--- config.mk ---
export PLATFORM = sky130hd
export DESIGN_NAME = scale_link_watchdog_receiver_flat
export DESIGN_NICKNAME = d
export VERILOG_FILES = /design/src/rtl/slw_pkg.sv /design/src/rtl/slw_in_if.sv /design/src/rtl/slw_out_if.sv /design/src/rtl/slw_store.sv /design/src/rtl/slw_ctrl.sv /design/src/rtl/scale_link_watchdog_receiver.sv /design/src/flat_wrapper.sv
export VERILOG_INCLUDE_DIRS = /design/src /design/src/rtl
export SDC_FILE = /design/constraint.sdc
export NUM_CORES = 1
export LEC_CHECK = 0
export BUFFER_PORTS_ARGS = -buffer_cell sky130_fd_sc_hd__buf_4
export CAP_MARGIN = 5
export CORE_UTILIZATION = 40
export CTS_CLUSTER_DIAMETER = 150
export DETAILED_ROUTE_END_ITERATION = 10
export GPL_ROUTABILITY_DRIVEN = 0
export GPL_TIMING_DRIVEN = 0
export PLACE_DENSITY = 0.68
export SLEW_MARGIN = 15
export SYNTH_ARGS = -nofsm -noshare
export SYNTH_HDL_FRONTEND = slang
export SYNTH_SLANG_ARGS = --single-unit
--- constraint.sdc ---
create_clock -name clk -period 3.85 [get_ports clk]
set_clock_uncertainty 0.1 [all_clocks]
set_input_delay 0.1925 -clock clk [delete_from_list [all_inputs] [get_ports clk]]
set_output_delay 0.1925 -clock clk [all_outputs]
set_load 0.01 [all_outputs]
--- src/rtl/scale_link_watchdog_receiver_assert.svh ---
// ----------------------------------------------------------------------------
// Scale link watchdog receiver assertion macros
// Shared clocked assertion forms, sampled at clk and disabled during rst.
// ----------------------------------------------------------------------------
`ifndef SCALE_LINK_WATCHDOG_RECEIVER_ASSERT_SVH
`define SCALE_LINK_WATCHDOG_RECEIVER_ASSERT_SVH

// Consequent holds in the same cycle as the antecedent
`define SLW_ASSERT_SAME(label, ante, cons) \
  label: assert property (@(posedge clk) disable iff (rst) (ante) |-> (cons)) \
    else $error("slw assertion failed");

// Consequent holds in the cycle after the antecedent
`define SLW_ASSERT_NEXT(label, ante, cons) \
  label: assert property (@(posedge clk) disable iff (rst) (ante) |=> (cons)) \
    else $error("slw assertion failed");

`endif

--- src/rtl/slw_pkg.sv ---
// ----------------------------------------------------------------------------
// Scale link watchdog receiver package
// Sizes, event and register codes, and the structs shared by the block.
// ----------------------------------------------------------------------------
package slw_pkg;

  // Weight buffer and command sizes
  localparam int WEIGHT_DEPTH = 16;
  localparam int CMD_LEN      = 2;
  localparam int IDX_W        = (WEIGHT_DEPTH > 1) ? $clog2(WEIGHT_DEPTH) : 1;
  localparam int CNT_W        = $clog2(WEIGHT_DEPTH + 1);
  localparam int POS_W        = (CMD_LEN > 1) ? $clog2(CMD_LEN) : 1;

  // Fixed field widths
  localparam int BYTE_W    = 8;
  localparam int FUNC_W    = 3;
  localparam int RIDX_W    = 4;
  localparam int LEN_W     = 5;
  localparam int CFG_IDX_W = 2;

  localparam logic [BYTE_W-1:0] WD_MAX = '1;

  // Reset values of the configuration registers
  localparam logic [BYTE_W-1:0] XON_RST   = 8'd17;
  localparam logic [BYTE_W-1:0] XOFF_RST  = 8'd19;
  localparam logic [BYTE_W-1:0] FAULT_RST = 8'd100;
  localparam logic [BYTE_W-1:0] RETRY_RST = 8'd200;

  typedef enum logic [FUNC_W-1:0] {
    FN_TICK    = 3'd0,
    FN_RX      = 3'd1,
    FN_TX_SLOT = 3'd2,
    FN_START   = 3'd3,
    FN_RUN     = 3'd4,
    FN_READ    = 3'd5
  } func_t;

  typedef enum logic [1:0] {
    RESEND_NONE   = 2'd0,
    RESEND_WEIGHT = 2'd1,
    RESEND_TARE   = 2'd2
  } resend_t;

  typedef enum logic [CFG_IDX_W-1:0] {
    CFG_XON   = 2'd0,
    CFG_XOFF  = 2'd1,
    CFG_FAULT = 2'd2,
    CFG_RETRY = 2'd3
  } cfg_idx_t;

  typedef struct packed {
    logic [BYTE_W-1:0] xon_code;
    logic [BYTE_W-1:0] xoff_code;
    logic [BYTE_W-1:0] fault_ticks;
    logic [BYTE_W-1:0] retry_ticks;
  } cfg_t;

  typedef struct packed {
    logic [FUNC_W-1:0] func;
    logic [BYTE_W-1:0] data;
    logic [BYTE_W-1:0] second_byte;
    logic              cmd_is_tare;
    logic              run_on;
  } item_t;

  // Control results of one transaction (weight read comes from the store)
  typedef struct packed {
    logic              tx_valid;
    logic [BYTE_W-1:0] tx_data;
    logic              feeder_off;
    logic [1:0]        resend_request;
    logic              running;
    logic              paused;
    logic              comms_fault;
    logic              initialized;
    logic              weight_ready;
    logic [LEN_W-1:0]  weight_len;
  } res_t;

  // Weight store write request
  typedef struct packed {
    logic              en;
    logic [IDX_W-1:0]  addr;
    logic [BYTE_W-1:0] data;
  } wr_t;

endpackage

--- src/rtl/slw_in_if.sv ---
// ----------------------------------------------------------------------------
// Scale link event channel
// Valid/ready channel carrying one link event per transaction.
// ----------------------------------------------------------------------------
interface slw_in_if;
  import slw_pkg::*;

  logic              valid;
  logic              ready;
  logic [FUNC_W-1:0] func;
  logic [BYTE_W-1:0] data;
  logic [BYTE_W-1:0] second_byte;
  logic              cmd_is_tare;
  logic              run_on;
  logic [RIDX_W-1:0] read_index;

  modport source (output valid, func, data, second_byte, cmd_is_tare, run_on,
                  read_index, input ready);
  modport sink   (input valid, func, data, second_byte, cmd_is_tare, run_on,
                  read_index, output ready);
endinterface

--- src/rtl/slw_out_if.sv ---
// ----------------------------------------------------------------------------
// Scale link result channel
// Valid/ready channel carrying one result per transaction.
// ----------------------------------------------------------------------------
interface slw_out_if;
  import slw_pkg::*;

  logic              valid;
  logic              ready;
  logic              tx_valid;
  logic [BYTE_W-1:0] tx_data;
  logic              feeder_off;
  logic [1:0]        resend_request;
  logic              running;
  logic              paused;
  logic              comms_fault;
  logic              initialized;
  logic              weight_ready;
  logic [LEN_W-1:0]  weight_len;
  logic [BYTE_W-1:0] read_data;

  modport source (output valid, tx_valid, tx_data, feeder_off, resend_request,
                  running, paused, comms_fault, initialized, weight_ready,
                  weight_len, read_data, input ready);
  modport sink   (input valid, tx_valid, tx_data, feeder_off, resend_request,
                  running, paused, comms_fault, initialized, weight_ready,
                  weight_len, read_data, output ready);
endinterface

--- src/rtl/slw_store.sv ---
// ----------------------------------------------------------------------------
// Weight byte store
// Register file of received weight bytes, read with write bypass.
// ----------------------------------------------------------------------------
module slw_store (
  input  logic                       clk,
  input  logic                       accept,
  input  slw_pkg::wr_t               wr,
  input  logic [slw_pkg::RIDX_W-1:0] read_index,
  output logic [slw_pkg::BYTE_W-1:0] read_data
);
  import slw_pkg::*;

  localparam logic [CNT_W-1:0] DEPTH_CNT = CNT_W'(WEIGHT_DEPTH);

  logic [BYTE_W-1:0] mem [WEIGHT_DEPTH];
  logic [CNT_W-1:0]  ridx_ext;
  logic [IDX_W-1:0]  ridx;

  assign ridx_ext = CNT_W'(read_index);
  assign ridx     = ridx_ext[IDX_W-1:0];

  // Store one byte per write
  always_ff @(posedge clk) begin
    if (wr.en) begin
      mem[wr.addr] <= wr.data;
    end
  end

  // Register the value after this transaction's write
  always_ff @(posedge clk) begin
    if (accept) begin
      if (ridx_ext >= DEPTH_CNT) begin
        read_data <= '0;
      end else if (wr.en && (wr.addr == ridx)) begin
        read_data <= wr.data;
      end else begin
        read_data <= mem[ridx];
      end
    end
  end

endmodule

--- src/rtl/slw_ctrl.sv ---
// ----------------------------------------------------------------------------
// Scale link control
// Watchdog, status flags, receive parser and command transmitter.
// ----------------------------------------------------------------------------
module slw_ctrl (
  input  logic           clk,
  input  logic           rst,
  input  logic           accept,
  input  slw_pkg::item_t item,
  input  slw_pkg::cfg_t  cfg,
  output slw_pkg::res_t  res,
  output slw_pkg::wr_t   wr
);
  import slw_pkg::*;

  localparam logic [CNT_W-1:0] DEPTH_CNT = CNT_W'(WEIGHT_DEPTH);
  localparam logic [POS_W-1:0] LAST_POS  = POS_W'(CMD_LEN - 1);

  logic [BYTE_W-1:0] watchdog_count, watchdog_count_next, wd_inc;
  logic [CNT_W-1:0]  rx_count, rx_count_next;
  logic [POS_W-1:0]  tx_pos, tx_pos_next;
  logic              tx_pending, tx_pending_next;
  logic              running, running_next;
  logic              paused, paused_next;
  logic              fault, fault_next;
  logic              init, init_next;
  logic              weigh_busy, weigh_busy_next;
  logic              tare_busy, tare_busy_next;
  logic              ready_flag, ready_flag_next;
  logic [LEN_W-1:0]  latched_len, latched_len_next;
  logic [BYTE_W-1:0] tx_store [CMD_LEN];
  logic              load_cmd;

  assign wd_inc = (watchdog_count == WD_MAX) ? watchdog_count : watchdog_count + 8'd1;

  // Decode one event into next state and its result
  always_comb begin
    watchdog_count_next = watchdog_count;
    rx_count_next       = rx_count;
    tx_pos_next         = tx_pos;
    tx_pending_next     = tx_pending;
    running_next        = running;
    paused_next         = paused;
    fault_next          = fault;
    init_next           = init;
    weigh_busy_next     = weigh_busy;
    tare_busy_next      = tare_busy;
    ready_flag_next     = ready_flag;
    latched_len_next    = latched_len;
    load_cmd            = 1'b0;
    wr.en               = 1'b0;
    wr.addr             = rx_count[IDX_W-1:0];
    wr.data             = item.data;
    res.tx_valid        = 1'b0;
    res.tx_data         = '0;
    res.feeder_off      = 1'b0;
    res.resend_request  = RESEND_NONE;

    case (item.func)
      FN_TICK: begin
        if (running) begin
          watchdog_count_next = wd_inc;
          if (wd_inc >= cfg.fault_ticks) begin
            res.feeder_off = 1'b1;
            fault_next     = 1'b1;
            paused_next    = 1'b1;
            running_next   = 1'b0;
          end
        end else if (fault) begin
          watchdog_count_next = wd_inc;
          if (wd_inc >= cfg.retry_ticks) begin
            watchdog_count_next = '0;
            res.resend_request  = tare_busy ? RESEND_TARE : RESEND_WEIGHT;
          end
        end
      end
      FN_RX: begin
        watchdog_count_next = '0;
        if (item.data == cfg.xon_code) begin
          rx_count_next = '0;
        end else if (item.data == cfg.xoff_code) begin
          if (fault) begin
            fault_next   = 1'b0;
            paused_next  = 1'b0;
            running_next = 1'b1;
          end
          if (weigh_busy) begin
            weigh_busy_next  = 1'b0;
            ready_flag_next  = 1'b1;
            latched_len_next = LEN_W'(rx_count);
          end else if (tare_busy) begin
            tare_busy_next = 1'b0;
            init_next      = 1'b1;
          end
        end else if (!tare_busy && (rx_count < DEPTH_CNT)) begin
          wr.en         = accept;
          rx_count_next = rx_count + CNT_W'(1);
        end
      end
      FN_TX_SLOT: begin
        if (tx_pending) begin
          watchdog_count_next = '0;
          res.tx_valid        = 1'b1;
          res.tx_data         = tx_store[tx_pos];
          if (tx_pos == LAST_POS) begin
            tx_pos_next     = '0;
            tx_pending_next = 1'b0;
          end else begin
            tx_pos_next = tx_pos + POS_W'(1);
          end
        end
      end
      FN_START: begin
        load_cmd        = 1'b1;
        tx_pos_next     = '0;
        tx_pending_next = 1'b1;
        if (item.cmd_is_tare) begin
          tare_busy_next = 1'b1;
        end else begin
          weigh_busy_next = 1'b1;
          ready_flag_next = 1'b0;
        end
      end
      FN_RUN: begin
        if (item.run_on) begin
          running_next        = 1'b1;
          paused_next         = 1'b0;
          watchdog_count_next = '0;
        end else begin
          running_next = 1'b0;
        end
      end
      default: begin
      end
    endcase

    res.running      = running_next;
    res.paused       = paused_next;
    res.comms_fault  = fault_next;
    res.initialized  = init_next;
    res.weight_ready = ready_flag_next;
    res.weight_len   = latched_len_next;
  end

  // Advance control state on each transaction
  always_ff @(posedge clk) begin
    if (rst) begin
      watchdog_count <= '0;
      rx_count       <= '0;
      tx_pos         <= '0;
      tx_pending     <= 1'b0;
      running        <= 1'b0;
      paused         <= 1'b0;
      fault          <= 1'b0;
      init           <= 1'b0;
      weigh_busy     <= 1'b0;
      tare_busy      <= 1'b0;
      ready_flag     <= 1'b0;
      latched_len    <= '0;
    end else if (accept) begin
      watchdog_count <= watchdog_count_next;
      rx_count       <= rx_count_next;
      tx_pos         <= tx_pos_next;
      tx_pending     <= tx_pending_next;
      running        <= running_next;
      paused         <= paused_next;
      fault          <= fault_next;
      init           <= init_next;
      weigh_busy     <= weigh_busy_next;
      tare_busy      <= tare_busy_next;
      ready_flag     <= ready_flag_next;
      latched_len    <= latched_len_next;
    end
  end

  // Load the command bytes, zero fill past the second
  always_ff @(posedge clk) begin
    if (accept && load_cmd) begin
      for (int i = 0; i < CMD_LEN; i++) begin
        tx_store[i] <= (i == 0) ? item.data : ((i == 1) ? item.second_byte : '0);
      end
    end
  end

`include "scale_link_watchdog_receiver_assert.svh"

  `SLW_ASSERT_SAME(a_feeder_off_faults, res.feeder_off, res.comms_fault && !res.running)
  `SLW_ASSERT_NEXT(a_resend_clears_wd, accept && (res.resend_request != RESEND_NONE), watchdog_count == '0)
  `SLW_ASSERT_SAME(a_idle_tx_pos, !tx_pending, tx_pos == '0)
  `SLW_ASSERT_SAME(a_rx_count_bound, 1'b1, rx_count <= DEPTH_CNT)

endmodule

--- src/rtl/scale_link_watchdog_receiver.sv ---
// Latency: a result is valid the cycle after its event is accepted.
// Throughput: one event per cycle while results are taken; the output register frees as it is taken.
// The event decode and the weight store write both complete in the cycle the event is accepted.
// Reset (rst, synchronous): clears flags, counters and the output valid, and
// restores the configuration registers; the byte stores are not cleared.
// ----------------------------------------------------------------------------
// Scale link watchdog receiver
// Top level: configuration registers, control, weight store and result register.
// ----------------------------------------------------------------------------
module scale_link_watchdog_receiver (
  input  logic                          clk,
  input  logic                          rst,
  input  logic                          cfg_we,
  input  logic [slw_pkg::CFG_IDX_W-1:0] cfg_index,
  input  logic [slw_pkg::BYTE_W-1:0]    cfg_data,
  slw_in_if.sink                        item,
  slw_out_if.source                     result
);
  import slw_pkg::*;

  cfg_t              cfg;
  item_t             ev;
  res_t              res;
  wr_t               wr;
  logic [BYTE_W-1:0] read_data;
  logic              accept;

  // Take a new transaction whenever the result register is free or draining
  assign item.ready = !result.valid || result.ready;
  assign accept     = item.valid && item.ready;

  assign ev.func        = item.func;
  assign ev.data        = item.data;
  assign ev.second_byte = item.second_byte;
  assign ev.cmd_is_tare = item.cmd_is_tare;
  assign ev.run_on      = item.run_on;

  // Configuration registers
  always_ff @(posedge clk) begin
    if (rst) begin
      cfg.xon_code    <= XON_RST;
      cfg.xoff_code   <= XOFF_RST;
      cfg.fault_ticks <= FAULT_RST;
      cfg.retry_ticks <= RETRY_RST;
    end else if (cfg_we) begin
      case (cfg_index)
        CFG_XON:   cfg.xon_code    <= cfg_data;
        CFG_XOFF:  cfg.xoff_code   <= cfg_data;
        CFG_FAULT: cfg.fault_ticks <= cfg_data;
        CFG_RETRY: cfg.retry_ticks <= cfg_data;
        default: begin
        end
      endcase
    end
  end

  slw_ctrl u_ctrl (
    .clk    (clk),
    .rst    (rst),
    .accept (accept),
    .item   (ev),
    .cfg    (cfg),
    .res    (res),
    .wr     (wr)
  );

  slw_store u_store (
    .clk        (clk),
    .accept     (accept),
    .wr         (wr),
    .read_index (item.read_index),
    .read_data  (read_data)
  );

  // Weight read is registered inside the store
  assign result.read_data = read_data;

  // Result valid
  always_ff @(posedge clk) begin
    if (rst) begin
      result.valid <= 1'b0;
    end else if (item.ready) begin
      result.valid <= item.valid;
    end
  end

  // Result payload
  always_ff @(posedge clk) begin
    if (accept) begin
      result.tx_valid       <= res.tx_valid;
      result.tx_data        <= res.tx_data;
      result.feeder_off     <= res.feeder_off;
      result.resend_request <= res.resend_request;
      result.running        <= res.running;
      result.paused         <= res.paused;
      result.comms_fault    <= res.comms_fault;
      result.initialized    <= res.initialized;
      result.weight_ready   <= res.weight_ready;
      result.weight_len     <= res.weight_len;
    end
  end

endmodule
--- src/flat_wrapper.sv ---
// flat-port wrapper written by rule: the top's interface ports become plain ports
module scale_link_watchdog_receiver_flat import slw_pkg::*;
  (clk, rst, cfg_we, cfg_index, cfg_data, item_valid, item_func, item_data, item_second_byte, item_cmd_is_tare, item_run_on, item_read_index, item_ready, result_valid, result_tx_valid, result_tx_data, result_feeder_off, result_resend_request, result_running, result_paused, result_comms_fault, result_initialized, result_weight_ready, result_weight_len, result_read_data, result_ready);
  slw_in_if item_i ();
  slw_out_if result_i ();
  input  logic clk;
  input  logic rst;
  input  logic cfg_we;
  input  logic [slw_pkg::CFG_IDX_W-1:0] cfg_index;
  input  logic [slw_pkg::BYTE_W-1:0] cfg_data;
  input wire logic [$bits(item_i.valid)-1:0] item_valid;
  input wire logic [$bits(item_i.func)-1:0] item_func;
  input wire logic [$bits(item_i.data)-1:0] item_data;
  input wire logic [$bits(item_i.second_byte)-1:0] item_second_byte;
  input wire logic [$bits(item_i.cmd_is_tare)-1:0] item_cmd_is_tare;
  input wire logic [$bits(item_i.run_on)-1:0] item_run_on;
  input wire logic [$bits(item_i.read_index)-1:0] item_read_index;
  output wire logic [$bits(item_i.ready)-1:0] item_ready;
  output wire logic [$bits(result_i.valid)-1:0] result_valid;
  output wire logic [$bits(result_i.tx_valid)-1:0] result_tx_valid;
  output wire logic [$bits(result_i.tx_data)-1:0] result_tx_data;
  output wire logic [$bits(result_i.feeder_off)-1:0] result_feeder_off;
  output wire logic [$bits(result_i.resend_request)-1:0] result_resend_request;
  output wire logic [$bits(result_i.running)-1:0] result_running;
  output wire logic [$bits(result_i.paused)-1:0] result_paused;
  output wire logic [$bits(result_i.comms_fault)-1:0] result_comms_fault;
  output wire logic [$bits(result_i.initialized)-1:0] result_initialized;
  output wire logic [$bits(result_i.weight_ready)-1:0] result_weight_ready;
  output wire logic [$bits(result_i.weight_len)-1:0] result_weight_len;
  output wire logic [$bits(result_i.read_data)-1:0] result_read_data;
  input wire logic [$bits(result_i.ready)-1:0] result_ready;
  assign item_i.valid = item_valid;
  assign item_i.func = item_func;
  assign item_i.data = item_data;
  assign item_i.second_byte = item_second_byte;
  assign item_i.cmd_is_tare = item_cmd_is_tare;
  assign item_i.run_on = item_run_on;
  assign item_i.read_index = item_read_index;
  assign item_ready = item_i.ready;
  assign result_valid = result_i.valid;
  assign result_tx_valid = result_i.tx_valid;
  assign result_tx_data = result_i.tx_data;
  assign result_feeder_off = result_i.feeder_off;
  assign result_resend_request = result_i.resend_request;
  assign result_running = result_i.running;
  assign result_paused = result_i.paused;
  assign result_comms_fault = result_i.comms_fault;
  assign result_initialized = result_i.initialized;
  assign result_weight_ready = result_i.weight_ready;
  assign result_weight_len = result_i.weight_len;
  assign result_read_data = result_i.read_data;
  assign result_i.ready = result_ready;
  scale_link_watchdog_receiver u_core (.clk(clk), .rst(rst), .cfg_we(cfg_we), .cfg_index(cfg_index), .cfg_data(cfg_data), .item(item_i), .result(result_i));
endmodule
## Word-level counts from Yosys, hierarchy flattened

Memories as Yosys holds them, arrays and structs flattened. A register that Yosys moved wholly into a read port is not among the register bits.
Index checks and enable logic that the tools add are counted.

- Register bits: 82
- Memory bits (writable): 144
- Input port bits: 40
- Output and inout port bits: 32
- Logic and storage cells: 155
- Memories: 2

Memory list:

| name | words | width | rd ports | clocked after memory_dff | wr ports | RTL line | text |
|---|---|---|---|---|---|---|---|
| u_core.u_store.mem | 16 | 8 | 1 | 1 | 1 | slw_store.sv:16 | `logic [BYTE_W-1:0] mem [WEIGHT_DEPTH];` |
| u_core.u_ctrl.tx_store | 2 | 8 | 1 | 1 | 2 | slw_ctrl.sv:31 | `logic [BYTE_W-1:0] tx_store [CMD_LEN];` |

- $add $sub $neg: 3
- Order comparisons: 4
- Equality and inequality tests: 19
- Multiplexer cells: 72
- Bitwise operators: 3
- Reduce and logical (&&, ||, !) cells: 25

Operators by type and width:

| kind | number |
|---|---|
| 1-bit two-way mux | 48 |
| 8-bit two-way mux | 6 |
| 5-bit two-way mux | 7 |
| 8-bit one-hot mux with 4 select lines | 1 |
| 8-bit equality test | 2 |
| 8-bit greater-or-equal comparator | 2 |
| 2-bit inequality test, second input constant | 8 |
| 2-bit AND reduction | 7 |
| 1-bit one-hot mux with 2 select lines | 6 |
| 5-bit AND reduction | 2 |
| 9-bit two-way mux | 1 |
| 8-bit by 1-bit adder with 8-bit output, second input constant | 1 |
| 8-bit equality test, second input constant | 1 |
| 3-bit by 2-bit equality test with 1-bit output, second input constant | 2 |
| 1-bit one-hot mux with 3 select lines | 2 |
| 6-bit AND reduction | 1 |
| 2-bit nonzero test | 3 |
| 5-bit by 1-bit adder with 5-bit output, second input constant | 1 |
| 4-bit by 5-bit greater-or-equal comparator with 1-bit output, second input constant | 1 |
| 5-bit < comparator, second input constant | 1 |
| 2-bit equality test, second input constant | 2 |
| 4-bit AND reduction | 1 |
| 4-bit nonzero test | 1 |
| 4-bit OR reduction | 1 |
| 13 further kinds | 18 |

## Logic depth before layout (Yosys ltp)

- Depth after elaboration: 9
- Gate-level depth with buffers: 14
- Mapped depth without buffers: 13

## Modules after synthesis

A second synthesis with hierarchy kept.

- Cells, all modules: 701
- Area total of the unflattened synthesis: 10329.9 µm²

Modules (own cells, without submodules):

| module | instances | cells each | area each (µm²) | seq. area each (µm²) |
|---|---|---|---|---|
| slw_store | 1 | 242 | 5491.5 | 4083.9 |
| slw_ctrl | 1 | 304 | 2827.7 | 1041.0 |
| scale_link_watchdog_receiver | 1 | 155 | 2010.7 | 1321.3 |

## Worst setup path before layout

No wires, ideal clock.

- Kind: register to register
- Start point: register u_core.u_ctrl.watchdog_count[0]
- End point: register u_core.u_ctrl.watchdog_count[3]
- Library setup time: 122 ps
- Arrival time: 2668 ps
- Data required time: 3628 ps
- Slack: 960 ps
- Cell stages (with the launch flop): 15
- Path buffers: 1
- Period minus slack after synthesis: 2890 ps
- Cell sequence: dfxtp_1 > ha_1 > nand2_1 > nor3_4 > or2_1 > nor2_1 > xor2_1 > ha_1 > inv_1 > o21ai_0 > a41oi_1 > o2111a_1 > buf_2 > and3_1 > a221o_1

- Word-level cells in the longest chain between the ends: 7
- Elaborated cells between the ends (all ways): 8
- Classes of those cells: add/sub (1); order compare (1); eq/ne (1); mux (5)

Ends and longest elaborated chain:

| element | RTL line | text |
|---|---|---|
| from (decl) | slw_ctrl.sv:19 | `logic [BYTE_W-1:0] watchdog_count, watchdog_count_next, wd_inc;` |
| from (signal assigned) | slw_ctrl.sv:161 | `watchdog_count <= watchdog_count_next;` |
| 8-bit by 1-bit adder with 8-bit output / 8-bit equality test (equally long branches) | slw_ctrl.sv:34 | `assign wd_inc = (watchdog_count == WD_MAX) ? watchdog_count : watchdog_count + 8'd1;` |
| 8-bit two-way mux * | slw_ctrl.sv:34 |  |
| 8-bit greater-or-equal comparator | slw_ctrl.sv:71 | `if (wd_inc >= cfg.retry_ticks) begin` |
| 8-bit two-way mux | slw_ctrl.sv:71 |  |
| 8-bit two-way mux | slw_ctrl.sv:69 | `end else if (fault) begin` |
| 8-bit two-way mux * | slw_ctrl.sv:61 | `if (running) begin` |
| 8-bit one-hot mux with 4 select lines * | slw_ctrl.sv:59 | `case (item.func)` |

Every way passes the cells marked *; elsewhere a longest branch is shown, timed or not. The select of a mux whose other input is x is not followed.
A chain may end at the register's enable or synchronous reset.

## Worst setup path after layout

- Start point: register u_core.u_ctrl.watchdog_count[0]
- End point: register u_core.u_ctrl.watchdog_count[0]

Same word-level chain as after synthesis.

==> results_dict.tcl <==
set metrics [dict create \
    rsz0062_at_grt "no" \
    period_minus_slack_ns 3.45 \
    worstPathArrival_ns 3.82 \
    die_width_um 160 \
    post-route-util_pct 49.6 \
    routed_wl_um 21300 \
    yosysSeqAreaShare_pct 64.5 \
    p_leak_nw 4.52 \
    dp_cells 1079 \
    crit_fanout 10 \
    detailed_place_hpwl_um 13900 \
    max_stage_delay_ns 0.43 \
    synth_top_cells_by_area "edfxtp_1, dfxtp_1, mux4_2" \
    crit_type "flop to flop" \
    numCtsBuffers 25 \
    synth_nets 747 \
    cpMostUsedCell "ha_1" \
    grt-ovfl-total 0 \
    syn_avg_cell_area_um2 14.6 \
    syn_inst 686 \
    port_buffers 69 \
    worst_slack_ns 0.398 \
    synth_top_area_share_pct 52.3 \
    synth_cell_type_count 65 \
    diodes 0 \
    final-instance-count-excl-fill 1156 \
    gr-usage-all-layers_pct 16.8 \
    drive_above_1_share_pct 21.5 \
    final_common_cell "edfxtp_1" \
    firstDrtPassIters 5 \
    cp-end-kind "flop" \
    cts_root_buf "clkbuf_16" \
    synth_top_cell_by_area "edfxtp_1" \
    crit_chain "ha_1 > nand2_1 > nor3_4 > or2_1 > nor2_1 > xor2_1 > ha_1 > a211oi_1 > o21ai_0 > a41oi_1 > o2111a_1 > buf_2 > nor3b_1 > a211o_1" \
    fin_hold_ws_ns 0.0193 \
    insertion_delay_ns 0.52 \
    final-setup-viol-count 0 \
    nNetsFinal 874 \
    start_util_pct 41.0 \
    final_cell_mix "edfxtp_1, buf_4, nor2_1" \
    path_clk_slew_ns 0.06 \
    status "finished clean" \
    dieArea_um2 25600 \
    post_cts_buffers 0 \
    cp.required_ns 4.22 \
    min_path_type "primary input to flop" \
    drc_errors 0 \
    cts_tree "yes" \
    final_area_um2 12100 \
    period_share_pct 89.7 \
    cts.sinks 235 \
    critPathLaunchType "flop" \
    ys_ff_latch 235 \
    grt_pass1_wl_um 33300 \
    dpl_cell_area_um2 10900 \
    maxCapViolCount 0 \
    num_rows 57 \
    vdd_drop_max_uv 268 \
    slew_headroom_pct 44.2 \
    antenna_found_initial 0 \
    first_global_vias 5883 \
    clk_path_buf_depth 3 \
    syn-cell-area_um2 9990 \
    finalMaxSlewViolations 0 \
    vias 5932 \
    synth_ff_type "edfxtp_1" \
    viasPerCell 5.13 \
    ant_nets 0 \
    pre_cts_slack_ns 0.502 \
    p_total_mw 5.69 \
    fmax_ghz 0.290 \
    initialDrtViolationCount 417 \
    p_per_area_nw_per_um2 470 \
    wl_per_cell_um 18.5 \
    ios 72 \
    core-area_um2 24400 \
    synth_edf_count 174 \
    area_growth_pct 21.1 \
    ys_async_sr_fraction_pct 0 \
    hold_viol 0 \
    setup_tns_ns 0 \
    cts_max_level 1 \
    cp_slowest_cell "dfxtp_1" \
    grt_max_degree 38 \
    worst_pin_slew_ns 0.836 \
    fp.dieH_um 160 \
    synth_warnings 0 \
]
==> logic make-up after synthesis <==
family / synth area share (%)
multiplexers: 11.6
AND/OR/NAND/NOR: 10.3
adder cells (fa/ha/maj): 2.63
flip-flops: 64.5
XOR/XNOR: 2.37
AO/OA/AOI/OAI: 6.26
buffers and inverters: 2.35
==> synth_stat cells (3+ instances only) <==
cell	instances
o21a_1	3
mux2i_1	25
and2_1	14
xor2_1	16
buf_6	4
nand2_1	55
clkbuf_1	13
o21ai_0	7
nand3_1	7
inv_1	27
mux2_4	11
a211o_1	9
mux4_2	32
o31ai_1	3
xnor2_1	11
and3_1	8
nor3_1	4
ha_1	21
a22o_1	6
nor3b_1	3
nand3b_1	6
edfxtp_1	174
buf_1	7
dfxtp_1	61
nor4_4	3
nor2_1	64
nor2b_1	6
a22oi_1	16
nand4_2	3
a21oi_1	23
==> state kept, by name, summed over array words and instances, names as in the netlist, 2 cells and up, named ones only <==
register	cells
u_core.u_store.read_data	8
u_core.result.resend_request	2
u_core.u_ctrl.rx_count	5
u_core.cfg	32
u_core.result.weight_len	5
u_core.u_store.mem	128
u_core.result.tx_data	8
u_core.u_ctrl.tx_store	16
u_core.u_ctrl.latched_len	5
u_core.u_ctrl.watchdog_count	8
==> what timing repair did <==
item	in CTS	in global routing
endpoints found under the hold margin	187	0
hold buffers	31	0
resized for setup	0	0
==> final timing paths <==
path / endpoint / start / slack, ns / cells past startpoint
worst max-delay path: u_core.u_ctrl.watchdog_count[0]$_SDFFE_PP0P_ / u_core.u_ctrl.watchdog_count[0]$_SDFFE_PP0P_ / 0.40 / 14
worst min-delay path: u_core.cfg[16]$_SDFFE_PP1P_ / cfg_we / 0.02 / 4
worst max register to register: u_core.u_ctrl.watchdog_count[0]$_SDFFE_PP0P_ / u_core.u_ctrl.watchdog_count[0]$_SDFFE_PP0P_ / 0.40 / 14
worst min register to register: u_core.cfg[12]$_SDFFE_PP0P_ / u_core.cfg[12]$_SDFFE_PP0P_ / 0.36 / 2
==> area by class of cell <==
type	instances	area (um2)
timing repair buffer	100	828
clock inverter	19	245
sequential	235	6450
buffer	26	130
inverter	28	105
multi-input combinational	397	3310
tap	324	405
fill	2083	12300
clock buffer	27	633
==> critical path, delay by kind of cell (launching register included) <==
kind,cells,cell delay (ns)
flip-flops,1,0.43
buffers and inverters,1,0.21
AO/OA/AOI/OAI,5,1.10
AND/OR/NAND/NOR,5,0.96
XOR/XNOR,1,0.18
adder cells (fa/ha/maj),2,0.43
==> power by group <==
| part | switching (mW) | leakage, nW | internal (mW) | total, mW |
|---|---|---|---|---|
| Clock | 0.966 | 0.430 | 1.59 | 2.56 |
| Sequential | 0.0169 | 2.09 | 2.76 | 2.77 |
| Combinational | 0.201 | 2.00 | 0.163 | 0.364 |
==> routing by layer <==
metal | global-route usage, % | vias up | wire length [um]
met2 | 27.5 | 149 | 10300
met3 | 2.18 | 32 | 877
met5 | 0 | - | 0
li1 | - | 2827 | -
met4 | 5.11 | 0 | 385
met1 | 23.4 | 2924 | 9740
Note: power is estimated with default switching activity, not from simulation.
